[src/rtl/dcnor_pkg.sv]
// Shared types and constants of the depth column nearest object range block.
`default_nettype none

package dcnor_pkg;

	// Width of a range in unsigned Q16.8 millimetres.
	localparam int RANGE_W = 24;

	// Configuration register indexes.
	localparam int CFG_INDEX_W = 8;
	localparam logic [CFG_INDEX_W-1:0] CFG_CORRECTION    = 8'd0;
	localparam logic [CFG_INDEX_W-1:0] CFG_SIMILAR_ABOVE = 8'd1;
	localparam logic [CFG_INDEX_W-1:0] CFG_SIMILAR_BELOW = 8'd2;
	localparam logic [CFG_INDEX_W-1:0] CFG_MIN_CONTACTS  = 8'd3;
	localparam int CFG_DATA_W = 17;

	// Configuration register reset values.
	localparam logic [15:0] CORRECTION_RESET    = 16'd939;
	localparam logic [16:0] SIMILAR_ABOVE_RESET = 17'd67502;
	localparam logic [16:0] SIMILAR_BELOW_RESET = 17'd63627;
	localparam logic [7:0]  MIN_CONTACTS_RESET  = 8'd5;

	// Result status codes.
	localparam logic [1:0] STATUS_UNKNOWN = 2'd0;
	localparam logic [1:0] STATUS_VALID   = 2'd1;
	localparam logic [1:0] STATUS_CLEAR   = 2'd2;

	// Reported range of a clear angle, and the output saturation limit.
	localparam logic [12:0] CLEAR_RANGE_MM = 13'd5000;
	localparam logic [12:0] RANGE_OUT_MAX  = 13'd8191;

	// The sentinel range is twice the maximum range of 4000 mm times the upper ratio.
	localparam logic [12:0] SENTINEL_MM = 13'd8000;
	localparam logic [RANGE_W-1:0] SENTINEL_RESET =
		RANGE_W'((64'(SENTINEL_MM) * 64'(SIMILAR_ABOVE_RESET)) >> 8);

	// Status of the shared divider.
	typedef struct packed {
		logic busy;
		logic done;
	} dcnor_div_stat_t;

endpackage

`default_nettype wire

[src/rtl/dcnor_div.sv]
// Restoring radix-2 divider of a range difference by the cluster count.
`default_nettype none

module dcnor_div
	import dcnor_pkg::*;
#(
	parameter int DEN_W = 9
) (
	input  wire logic                 clk,
	input  wire logic                 arst_n,
	input  wire logic                 start,
	input  wire logic [RANGE_W-1:0]   dividend,
	input  wire logic [DEN_W-1:0]     divisor,
	output dcnor_div_stat_t           stat,
	output logic [RANGE_W-1:0]        quotient
);

	localparam int STEP_W = $clog2(RANGE_W);

	logic [DEN_W-1:0]   rem_q;
	logic [DEN_W-1:0]   den_q;
	logic [RANGE_W-1:0] quo_q;
	logic [STEP_W-1:0]  step_q;
	logic               busy_q;
	logic               done_q;
	logic [DEN_W:0]     trial;
	logic               fits;

	// One quotient bit per cycle: the dividend shifts out at the top of quo_q
	// while quotient bits shift in at the bottom.
	assign trial = {rem_q, quo_q[RANGE_W-1]};
	assign fits  = trial >= {1'b0, den_q};

	always_ff @(posedge clk or negedge arst_n) begin
		if (!arst_n) begin
			busy_q <= 1'b0;
			done_q <= 1'b0;
			step_q <= '0;
		end else if (start) begin
			busy_q <= 1'b1;
			done_q <= 1'b0;
			step_q <= '0;
		end else if (busy_q) begin
			step_q <= step_q + STEP_W'(1);
			if (step_q == STEP_W'(RANGE_W - 1)) begin
				busy_q <= 1'b0;
				done_q <= 1'b1;
			end
		end else begin
			done_q <= 1'b0;
		end
	end

	always_ff @(posedge clk) begin
		if (start) begin
			rem_q <= '0;
			den_q <= divisor;
			quo_q <= dividend;
		end else if (busy_q) begin
			if (fits) begin
				rem_q <= DEN_W'(trial - {1'b0, den_q});
			end else begin
				rem_q <= trial[DEN_W-1:0];
			end
			quo_q <= {quo_q[RANGE_W-2:0], fits};
		end
	end

	assign stat.busy = busy_q;
	assign stat.done = done_q;
	assign quotient  = quo_q;

endmodule

`default_nettype wire

[src/rtl/depth_column_nearest_object_range.sv]
// Top level of the depth column nearest object range block.
`default_nettype none

// The block reduces the depth samples of one scan angle to the range of the
// nearest object. Samples arrive one transaction at a time with their own
// thresholds and range factor; the transaction with last_point set closes the
// angle and yields exactly one result transaction, after which the block starts
// a fresh angle with the current configuration. A sample that is ignored, that
// marks the angle clear, or that is zero does not start the contact sequence. A
// sample that becomes a contact runs a sequencer around one shared 33 by 17 bit
// multiplier (square, correction, scaling and the two similarity products), and
// a sample that joins the current cluster goes on to the radix-2 divider that
// updates the running mean. Closing an angle adds the sentinel product, then the
// result, and the result waits in an output register until it is taken. The
// input is not ready while an item is being worked on. Configuration writes
// are always accepted and must only be issued while the block is idle.
module depth_column_nearest_object_range
	import dcnor_pkg::*;
#(
	parameter int MAX_POINTS = 256
) (
	input  wire logic                   clk,
	input  wire logic                   arst_n,
	// Configuration write channel.
	input  wire logic                   cfg_valid,
	output logic                        cfg_ready,
	input  wire logic [CFG_INDEX_W-1:0] cfg_index,
	input  wire logic [CFG_DATA_W-1:0]  cfg_data,
	// Sample channel.
	input  wire logic                   in_valid,
	output logic                        in_ready,
	input  wire logic [15:0]            depth_mm,
	input  wire logic [15:0]            out_of_band_mm,
	input  wire logic [15:0]            free_space_mm,
	input  wire logic [15:0]            range_factor_q14,
	input  wire logic                   last_point,
	// Result channel.
	output logic                        out_valid,
	input  wire logic                   out_ready,
	output logic [12:0]                 range_mm,
	output logic [1:0]                  status
);

	// The cluster count saturates at the lesser of MAX_POINTS and 511.
	localparam int COUNT_CAP = (MAX_POINTS < 511) ? MAX_POINTS : 511;
	localparam int COUNT_W   = $clog2(COUNT_CAP + 1);
	localparam int CMP_W     = (COUNT_W > 8) ? COUNT_W : 8;

	typedef enum logic [11:0] {
		ST_IDLE   = 12'b0000_0000_0001,
		ST_SQUARE = 12'b0000_0000_0010,
		ST_COEF   = 12'b0000_0000_0100,
		ST_SUM    = 12'b0000_0000_1000,
		ST_SCALE  = 12'b0000_0001_0000,
		ST_SAT    = 12'b0000_0010_0000,
		ST_BELOW  = 12'b0000_0100_0000,
		ST_ABOVE  = 12'b0000_1000_0000,
		ST_DECIDE = 12'b0001_0000_0000,
		ST_DIVIDE = 12'b0010_0000_0000,
		ST_SENT   = 12'b0100_0000_0000,
		ST_REPORT = 12'b1000_0000_0000
	} dcnor_state_t;

	dcnor_state_t state_q, state_d;

	// Configuration registers.
	logic [15:0] correction_q;
	logic [16:0] similar_above_q;
	logic [16:0] similar_below_q;
	logic [7:0]  min_contacts_q;

	// Per-angle state.
	logic [RANGE_W-1:0] range_q;
	logic [COUNT_W-1:0] count_q;
	logic               seen_in_q;
	logic               seen_past_q;

	// Working registers of the current sample.
	logic [15:0]        depth_q;
	logic [15:0]        factor_q;
	logic               last_q;
	logic [32:0]        corr_q;
	logic [49:0]        prod_q;
	logic [RANGE_W-1:0] sample_q;
	logic               nearer_q;
	logic               up_q;

	// Result register.
	logic               out_valid_q;
	logic [12:0]        range_mm_q;
	logic [1:0]         status_q;

	// Shared multiplier.
	logic [32:0] mul_a;
	logic [16:0] mul_b;
	logic        mul_en;
	logic [49:0] mul_p;

	logic               in_take;
	logic               in_past;
	logic               in_contact;
	logic               out_free;
	logic               joins;
	logic [COUNT_W-1:0] count_next;
	logic [RANGE_W-1:0] diff;
	logic [32:0]        corr_next;
	logic [48:0]        sq_round;
	logic [49:0]        scale_round;
	logic [35:0]        scale_full;
	logic [RANGE_W-1:0] sample_next;
	logic [RANGE_W:0]   out_round;
	logic [12:0]        res_range;
	logic [1:0]         res_status;
	logic               div_start;
	dcnor_div_stat_t    div_stat;
	logic [RANGE_W-1:0] div_quo;
	dcnor_state_t       item_end;

	assign cfg_ready = 1'b1;
	assign in_ready  = (state_q == ST_IDLE);
	assign in_take   = in_valid && in_ready;

	// A sample above the out-of-band depth is dropped, one above the free-space
	// depth marks the angle clear, and any other nonzero sample is a contact.
	assign in_past    = (depth_mm <= out_of_band_mm) && (depth_mm > free_space_mm);
	assign in_contact = (depth_mm <= out_of_band_mm) && (depth_mm <= free_space_mm)
		&& (depth_mm != 16'd0);

	assign out_free = !out_valid_q || out_ready;
	assign item_end = last_q ? ST_SENT : ST_IDLE;

	// Corrected depth in Q.8 mm: d * 256 plus the rounded quadratic term.
	assign sq_round  = {1'b0, prod_q[47:0]} + 49'd32768;
	assign corr_next = sq_round[48:16] + {9'd0, depth_q, 8'd0};

	// Horizontal range in Q16.8 mm, rounded and saturated to 24 bits.
	assign scale_round = prod_q + 50'd8192;
	assign scale_full  = scale_round[49:14];
	assign sample_next = (|scale_full[35:RANGE_W]) ? {RANGE_W{1'b1}} : scale_full[RANGE_W-1:0];

	// The product register holds similar_above times the running range here.
	assign joins = {1'b0, sample_q, 16'd0} < prod_q[40:0];

	assign count_next = (count_q < COUNT_W'(COUNT_CAP)) ? count_q + COUNT_W'(1) : count_q;
	assign diff       = (sample_q >= range_q) ? sample_q - range_q : range_q - sample_q;
	assign div_start  = (state_q == ST_DECIDE) && !nearer_q && joins;

	dcnor_div #(
		.DEN_W (COUNT_W)
	) u_div (
		.clk      (clk),
		.arst_n   (arst_n),
		.start    (div_start),
		.dividend (diff),
		.divisor  (count_next),
		.stat     (div_stat),
		.quotient (div_quo)
	);

	// The mean rounds half up to whole millimetres and saturates at 8191.
	assign out_round = {1'b0, range_q} + (RANGE_W + 1)'(128);

	always_comb begin
		res_range  = 13'd0;
		res_status = STATUS_UNKNOWN;
		if (seen_in_q) begin
			if (CMP_W'(count_q) >= CMP_W'(min_contacts_q)) begin
				res_range  = (|out_round[RANGE_W:21]) ? RANGE_OUT_MAX : out_round[20:8];
				res_status = STATUS_VALID;
			end
		end else if (seen_past_q) begin
			res_range  = CLEAR_RANGE_MM;
			res_status = STATUS_CLEAR;
		end
	end

	// Operand selection of the shared multiplier for each sequencer step.
	always_comb begin
		mul_a  = 33'd0;
		mul_b  = 17'd0;
		mul_en = 1'b0;
		case (state_q)
			ST_SQUARE: begin
				mul_a  = {17'd0, depth_q};
				mul_b  = {1'b0, depth_q};
				mul_en = 1'b1;
			end
			ST_COEF: begin
				mul_a  = {1'b0, prod_q[31:0]};
				mul_b  = {1'b0, correction_q};
				mul_en = 1'b1;
			end
			ST_SCALE: begin
				mul_a  = corr_q;
				mul_b  = {1'b0, factor_q};
				mul_en = 1'b1;
			end
			ST_BELOW: begin
				mul_a  = {9'd0, range_q};
				mul_b  = similar_below_q;
				mul_en = 1'b1;
			end
			ST_ABOVE: begin
				mul_a  = {9'd0, range_q};
				mul_b  = similar_above_q;
				mul_en = 1'b1;
			end
			ST_SENT: begin
				mul_a  = {20'd0, SENTINEL_MM};
				mul_b  = similar_above_q;
				mul_en = 1'b1;
			end
			default: begin
				mul_en = 1'b0;
			end
		endcase
	end

	assign mul_p = mul_a * mul_b;

	always_comb begin
		state_d = state_q;
		case (state_q)
			ST_IDLE: begin
				if (in_valid) begin
					if (in_contact) begin
						state_d = ST_SQUARE;
					end else if (last_point) begin
						state_d = ST_SENT;
					end
				end
			end
			ST_SQUARE: state_d = ST_COEF;
			ST_COEF:   state_d = ST_SUM;
			ST_SUM:    state_d = ST_SCALE;
			ST_SCALE:  state_d = ST_SAT;
			ST_SAT:    state_d = ST_BELOW;
			ST_BELOW:  state_d = ST_ABOVE;
			ST_ABOVE:  state_d = ST_DECIDE;
			ST_DECIDE: begin
				state_d = div_start ? ST_DIVIDE : item_end;
			end
			ST_DIVIDE: begin
				if (div_stat.done) begin
					state_d = item_end;
				end
			end
			ST_SENT:   state_d = ST_REPORT;
			ST_REPORT: begin
				if (out_free) begin
					state_d = ST_IDLE;
				end
			end
			default:   state_d = ST_IDLE;
		endcase
	end

	// Control state, configuration and the per-angle cluster state.
	always_ff @(posedge clk or negedge arst_n) begin
		if (!arst_n) begin
			state_q         <= ST_IDLE;
			correction_q    <= CORRECTION_RESET;
			similar_above_q <= SIMILAR_ABOVE_RESET;
			similar_below_q <= SIMILAR_BELOW_RESET;
			min_contacts_q  <= MIN_CONTACTS_RESET;
			range_q         <= SENTINEL_RESET;
			count_q         <= '0;
			seen_in_q       <= 1'b0;
			seen_past_q     <= 1'b0;
			out_valid_q     <= 1'b0;
		end else begin
			state_q <= state_d;

			if (cfg_valid && cfg_ready) begin
				case (cfg_index)
					CFG_CORRECTION:    correction_q    <= cfg_data[15:0];
					CFG_SIMILAR_ABOVE: similar_above_q <= cfg_data;
					CFG_SIMILAR_BELOW: similar_below_q <= cfg_data;
					CFG_MIN_CONTACTS:  min_contacts_q  <= cfg_data[7:0];
					default: begin
					end
				endcase
			end

			case (state_q)
				ST_IDLE: begin
					if (in_valid && in_past) begin
						seen_past_q <= 1'b1;
					end
				end
				ST_DECIDE: begin
					// A clearly nearer sample restarts the cluster; one within the
					// similarity band joins it and goes on to the mean update.
					seen_in_q <= 1'b1;
					if (nearer_q) begin
						count_q <= COUNT_W'(1);
						range_q <= sample_q;
					end else if (joins) begin
						count_q <= count_next;
					end
				end
				ST_DIVIDE: begin
					if (div_stat.done) begin
						range_q <= up_q ? range_q + div_quo : range_q - div_quo;
					end
				end
				ST_REPORT: begin
					// The result is latched and the angle starts over with the
					// sentinel that the previous step left in the product register.
					if (out_free) begin
						range_q     <= prod_q[RANGE_W+7:8];
						count_q     <= '0;
						seen_in_q   <= 1'b0;
						seen_past_q <= 1'b0;
					end
				end
				default: begin
				end
			endcase

			if ((state_q == ST_REPORT) && out_free) begin
				out_valid_q <= 1'b1;
			end else if (out_ready) begin
				out_valid_q <= 1'b0;
			end
		end
	end

	// Sample and arithmetic registers.
	always_ff @(posedge clk) begin
		if (in_take) begin
			depth_q  <= depth_mm;
			factor_q <= range_factor_q14;
			last_q   <= last_point;
		end
		if (mul_en) begin
			prod_q <= mul_p;
		end
		if (state_q == ST_SUM) begin
			corr_q <= corr_next;
		end
		if (state_q == ST_SAT) begin
			sample_q <= sample_next;
		end
		if (state_q == ST_ABOVE) begin
			// The product register holds similar_below times the running range here.
			nearer_q <= {1'b0, sample_q, 16'd0} < prod_q[40:0];
		end
		if (state_q == ST_DECIDE) begin
			up_q <= sample_q >= range_q;
		end
		if ((state_q == ST_REPORT) && out_free) begin
			range_mm_q <= res_range;
			status_q   <= res_status;
		end
	end

	assign out_valid = out_valid_q;
	assign range_mm  = range_mm_q;
	assign status    = status_q;

`ifndef ASSERT_OFF
	// The divider is running or has just finished whenever the sequencer waits on it.
	a_div_busy: assert property (@(posedge clk) disable iff (!arst_n)
		(state_q == ST_DIVIDE) |-> (div_stat.busy || div_stat.done))
		else $error("sequencer waits on an idle divider");

	// A cluster can only have members after an in-range sample.
	a_count_seen: assert property (@(posedge clk) disable iff (!arst_n)
		!seen_in_q |-> (count_q == '0))
		else $error("cluster count without an in-range sample");

	// A clear result always carries the no-contact range.
	a_clear_range: assert property (@(posedge clk) disable iff (!arst_n)
		(out_valid_q && (status_q == STATUS_CLEAR)) |-> (range_mm_q == CLEAR_RANGE_MM))
		else $error("clear result with a wrong range");

	// The count never passes its cap.
	a_count_cap: assert property (@(posedge clk) disable iff (!arst_n)
		count_q <= COUNT_W'(COUNT_CAP))
		else $error("cluster count above its cap");
`endif

endmodule

`default_nettype wire
[config.mk]
export PLATFORM = sky130hd
export DESIGN_NAME = depth_column_nearest_object_range
export DESIGN_NICKNAME = d
export VERILOG_FILES = /design/src/rtl/dcnor_pkg.sv /design/src/rtl/dcnor_div.sv /design/src/rtl/depth_column_nearest_object_range.sv
export SDC_FILE = /design/constraint.sdc
export NUM_CORES = 2
export LEC_CHECK = 0
export BUFFER_PORTS_ARGS = -buffer_cell sky130_fd_sc_hd__buf_2
export CELL_PAD_IN_SITES_DETAIL_PLACEMENT = 2
export CELL_PAD_IN_SITES_GLOBAL_PLACEMENT = 2
export CORE_AREA = 4 4 299 301
export DETAILED_ROUTE_END_ITERATION = 16
export DIE_AREA = 0 0 303 305
export PLACE_DENSITY = 0.95
export SLEW_MARGIN = 25
export SYNTH_ARGS = -nofsm -noshare
export SYNTH_HDL_FRONTEND = slang
export SYNTH_HIERARCHICAL = 1
export SYNTH_SLANG_ARGS = --single-unit
[constraint.sdc]
create_clock -name clk -period 15.65 [get_ports clk]
set_input_delay 0 -clock clk [delete_from_list [all_inputs] [get_ports clk]]
set_output_delay 0 -clock clk [all_outputs]
set_load 0.02 [all_outputs]
==> flow_summary.toml, run 1 <==
[clock_network]
cts_setup_buffers = 0
cts_max_path_buffers = 3
cts_inserted_buffers = 39
cts.hold.buffers_added = 52
cts.htree.levels = 2
clock_tree.root_cell = "sky130_fd_sc_hd__clkbuf_16"
tritoncts_num_sinks = 312
cts.repair.resized = 0

[synth]
yosys_warnings = 6
synthesis.area_per_instance_um2 = 8.96
netlist_instances = 4329
synth.cell_area_mm2 = 0.0388

[global_routing]
grt_pass1_vias = 55800
grt_start_max_net_pins = 69
grt_first_pass_wirelength_um = 511000
grt.total_usage_pct = 77.5
globalRoute.totalOverflow = 1150

[place]
place_congestion = 0.948
dp_hpwl_um = 170000
placed_cell_areas_mm2 = 0.0404
io_buffers = 111

[floorplanning]
floorplan.initialDensity_pct = 44.8
die_w_um = 303
placement_rows = 108
io_pins = 113
vertical_extent_of_the_die_um = 305

[run_status]
outcome = "did not finish"
stop_stage = "5_1_grt"
tool.error = "[ERROR GRT-0116] Global routing finished with congestion. Check the congestion regions in the DRC Viewer."
through the flow:
stage / hold slack (ns) / cells / worst slack [ns]
after global placement: 0.163 / 5445 / 6.16
after floorplan: -0.296 / 4337 / 7.33
after CTS: 0.0922 / 5568 / 4.50
after detailed placement: 0.180 / 5445 / 4.96
per-layer routing:
metal,track usage [%],overflow
met1,76.3,66
met3,64.0,47
met2,91.5,637
met5,41.3,11
met4,79.7,389
==> inputs of run 2 (changes only) <==
--- a/config.mk
+++ b/config.mk
@@ -6,12 +6,10 @@
 export NUM_CORES = 2
 export LEC_CHECK = 0
 export BUFFER_PORTS_ARGS = -buffer_cell sky130_fd_sc_hd__buf_2
-export CELL_PAD_IN_SITES_DETAIL_PLACEMENT = 2
-export CELL_PAD_IN_SITES_GLOBAL_PLACEMENT = 2
-export CORE_AREA = 4 4 299 301
+export CORE_AREA = 4 4 317 319
 export DETAILED_ROUTE_END_ITERATION = 16
-export DIE_AREA = 0 0 303 305
-export PLACE_DENSITY = 0.95
+export DIE_AREA = 0 0 321 323
+export PLACE_DENSITY_LB_ADDON = 0.15
 export SLEW_MARGIN = 25
 export SYNTH_ARGS = -nofsm -noshare
 export SYNTH_HDL_FRONTEND = slang
==> run 2 against run 1 <==
Net effect: the run now ends clean; synthesized cell count stayed put; area after synthesis stayed put.
==> flow_summary.toml, run 2 <==
[timing]
setup_repair_after_global_routing_missed_its_margin = "false"
final_min_period_over_clock_period_pct = 62.0
fin_worst_skew_ns = 0.0215
final_max_slew_viol_count = 0
totalNegativeSetupSlack_ns = 0
worst-slew-pin-transition_ns = 1.08
setup-violations-final = 0
post_layout_minimum_cycle_time_ns = 9.70
maxClockFrequency_mhz = 103
report.final.hold_viol_count = 0
timing.slew.headroom_pct = 27.6

[power_and_ir_drop]
cellInternalPower_w = 0.00188
peak_ir_drop_on_the_vdd_network_mv = 0.0615
switching_share_pct = 35.7
total_switching_power_w = 0.00104
share_seq_of_total_power_pct = 37.9
cell_pwr_density_mw_per_mm2 = 68.8
clkPwrFrac_pct = 33.2
total_leakage_power_nw = 19.4
power.combinational.fraction_pct = 28.9

[global_routing]
groute.layer.met3.usage_pct = 4.03
grt_first_pass_wirelength_um = 196000
grt_start_max_net_pins = 75
globalRoute.totalOverflow = 0
grt.total_usage_pct = 24.6
busiest_layer = "met2"
grt_pass1_vias = 31900
use_met2_pct = 41.0
met1_usage_pct = 33.1
grt_antenna_before_repair = 0

[worst_setup_path]
worst_ep_arrival_time_ns = 10.11
sort_of_element_at_the_start_of_the_critical_path = "register"
worst-path-max-fanout = 27
worst_path_most_repeated_cell = "sky130_fd_sc_hd__fa_1"
cp_slowest_cell = "sky130_fd_sc_hd__nand3_2"
path_class = "reg -> reg"
critical_path_capture_point_type = "register"
crit_family = "simple AND/OR/NAND/NOR gates"
worstPathRequired_ns = 16.06
max_stage_delay_ns = 0.70
worstPathBufferInverterCount = 3

[synth]
synthesis.area_per_instance_um2 = 8.96
netlist_instances = 4329
yosys_warnings = 6
synth.cell_area_mm2 = 0.0388

[route]
route.detailed.vias_per_inst = 5.43
first_pass_iters = 8
antenna_violating_nets_post_route = 0
post_drt_wl_per_cell_um = 22.3
post-route-drc-count = 0
drt-total-wl_um = 127000
total_number_of_vias = 31000
drt_first_iter_violations = 2525

[floorplanning]
io_pins = 113
coreArea_mm2 = 0.0978
die_w_um = 321
fp.dieArea_mm2 = 0.104
floorplan.initialDensity_pct = 39.7
placement_rows = 115
vertical_extent_of_the_die_um = 323

[final_layout]
largestRegisters = "prod_q: 50 flops, corr_q: 33 flops"
layout-drive-gt1-share_pct = 8.86
largest_reg_flops = 50
area.sequential_mm2 = 0.00876
antenna-diode-count = 0
final_common_cell = "sky130_fd_sc_hd__inv_1"
synthToLayoutAreaGrowth_pct = 9.63
multi_input_area_mm2 = 0.0267
layoutNonFillerInstCount = 5709
num-nets-final = 5243
filler_cell_count = 9822
max_flop_register = "prod_q"
final_cell_mix = "sky130_fd_sc_hd__inv_1, sky130_fd_sc_hd__nand2_1, sky130_fd_sc_hd__fa_1"

[clock_network]
clk_transition_reported_paths_ns = 0.06
cts_inserted_buffers = 41
clock_tree.root_cell = "sky130_fd_sc_hd__clkbuf_16"
cts_setup_buffers = 0
worst_skew_pair.late_latency_ns = 0.58
cts.htree.levels = 2
cts_max_path_buffers = 3
cts.repair.resized = 0
tritoncts_num_sinks = 312
cts_tree = "yes"

[place]
io_buffers = 111
place_congestion = 0.950
dp_hpwl_um = 99200
place.detailed.instances = 5579

[min_path]
hp-class = "in -> async"

[run]
cap_viol_max_count = 0

[run_status]
outcome = "completed"
## run 2: area by class of cell
class                      instances  share of cell area [%]
inverter                         682                    6.02
clock inverter                    19                   0.600
sequential                       312                    20.6
clock buffer                      57                    2.63
tap                             1287                    3.79
multi-input combinational       3136                    62.8
timing repair buffer             216                    3.52
## run 2: worst reg2reg max path: stages, from the launching register on
cell                      delay (ns)
sky130_fd_sc_hd__dfrtp_1        0.45
sky130_fd_sc_hd__or4_1          0.57
sky130_fd_sc_hd__nor2_1         0.10
sky130_fd_sc_hd__nand2_1        0.10
sky130_fd_sc_hd__nor3b_2        0.68
sky130_fd_sc_hd__or2_2          0.52
sky130_fd_sc_hd__nand2_1        0.15
sky130_fd_sc_hd__nand3_2        0.70
sky130_fd_sc_hd__nand2_1        0.19
sky130_fd_sc_hd__fa_1           0.60
sky130_fd_sc_hd__fa_1           0.43
sky130_fd_sc_hd__fa_1           0.48
sky130_fd_sc_hd__fa_1           0.49
sky130_fd_sc_hd__inv_1          0.05
sky130_fd_sc_hd__fa_1           0.54
sky130_fd_sc_hd__inv_1          0.06
sky130_fd_sc_hd__fa_1           0.53
sky130_fd_sc_hd__inv_1          0.04
sky130_fd_sc_hd__ha_1           0.36
sky130_fd_sc_hd__and4_1         0.24
sky130_fd_sc_hd__and3_1         0.20
sky130_fd_sc_hd__a221o_1        0.35
sky130_fd_sc_hd__or3_1          0.42
sky130_fd_sc_hd__o21ai_0        0.45
sky130_fd_sc_hd__o21ba_2        0.26
sky130_fd_sc_hd__o21ai_0        0.16
sky130_fd_sc_hd__and4_1         0.24
sky130_fd_sc_hd__nor3_1         0.19
## run 2: routing by layer
layer	vias to the layer above	part of all wire, %
met3	185	6.5
li1	14300	-
met2	943	47
met1	15600	43
met5	-	0
met4	0	3.6
## run 2: path summary, 6_finish.rpt
kind / startpoint / slack (ns) / cells past startpoint / to
max: state_q[1] / 5.95 / 27 / prod_q[41]
min: arst_n / 0.05 / 2 / min_contacts_q[0]
min reg2reg: u_div/rem_q[2] / 0.49 / 2 / u_div/rem_q[2]
max in group asynchronous: arst_n / 14.85 / 3 / similar_below_q[8]
max reg2reg: state_q[1] / 5.95 / 27 / prod_q[41]
min in group clk: cfg_index[1] / 0.07 / 4 / correction_q[1]
## run 2: metrics by stage
| stage | cell area (µm²) | setup slack, ns | utilization, % | power, W | hold WS [ns] |
|---|---|---|---|---|---|
| floorplan | 38800 | 7.33 | - | 0.00164 | -0.296 |
| global placement | 40600 | 6.12 | 41.5 | 0.00194 | 0.0294 |
| detailed placement | 40600 | 6.00 | 41.5 | 0.00194 | 0.0350 |
| CTS | 42500 | 5.95 | 43.5 | 0.00294 | 0.0285 |
| global route | 42500 | 5.43 | 43.5 | 0.00307 | 0.0649 |
| finish | 42500 | 5.95 | 43.5 | 0.00293 | 0.0545 |
## run 2: power by group through the flow
stage	sequential [W]	clock, W	combinational (W)
floorplan	0.00105	0	0.000588
global placement	0.00112	0	0.000822
detailed placement	0.00112	0	0.000822
CTS	0.00111	0.000991	0.000841
global route	0.00111	0.00103	0.000933
finish	0.00111	0.000972	0.000844
## run 2: what timing repair did
action / in CTS / in global routing
hold endpoints to repair: 136 / 0
setup endpoints to repair: 0 / 0
hold buffers: 54 / 0
Power figures use the tool's default switching activity.
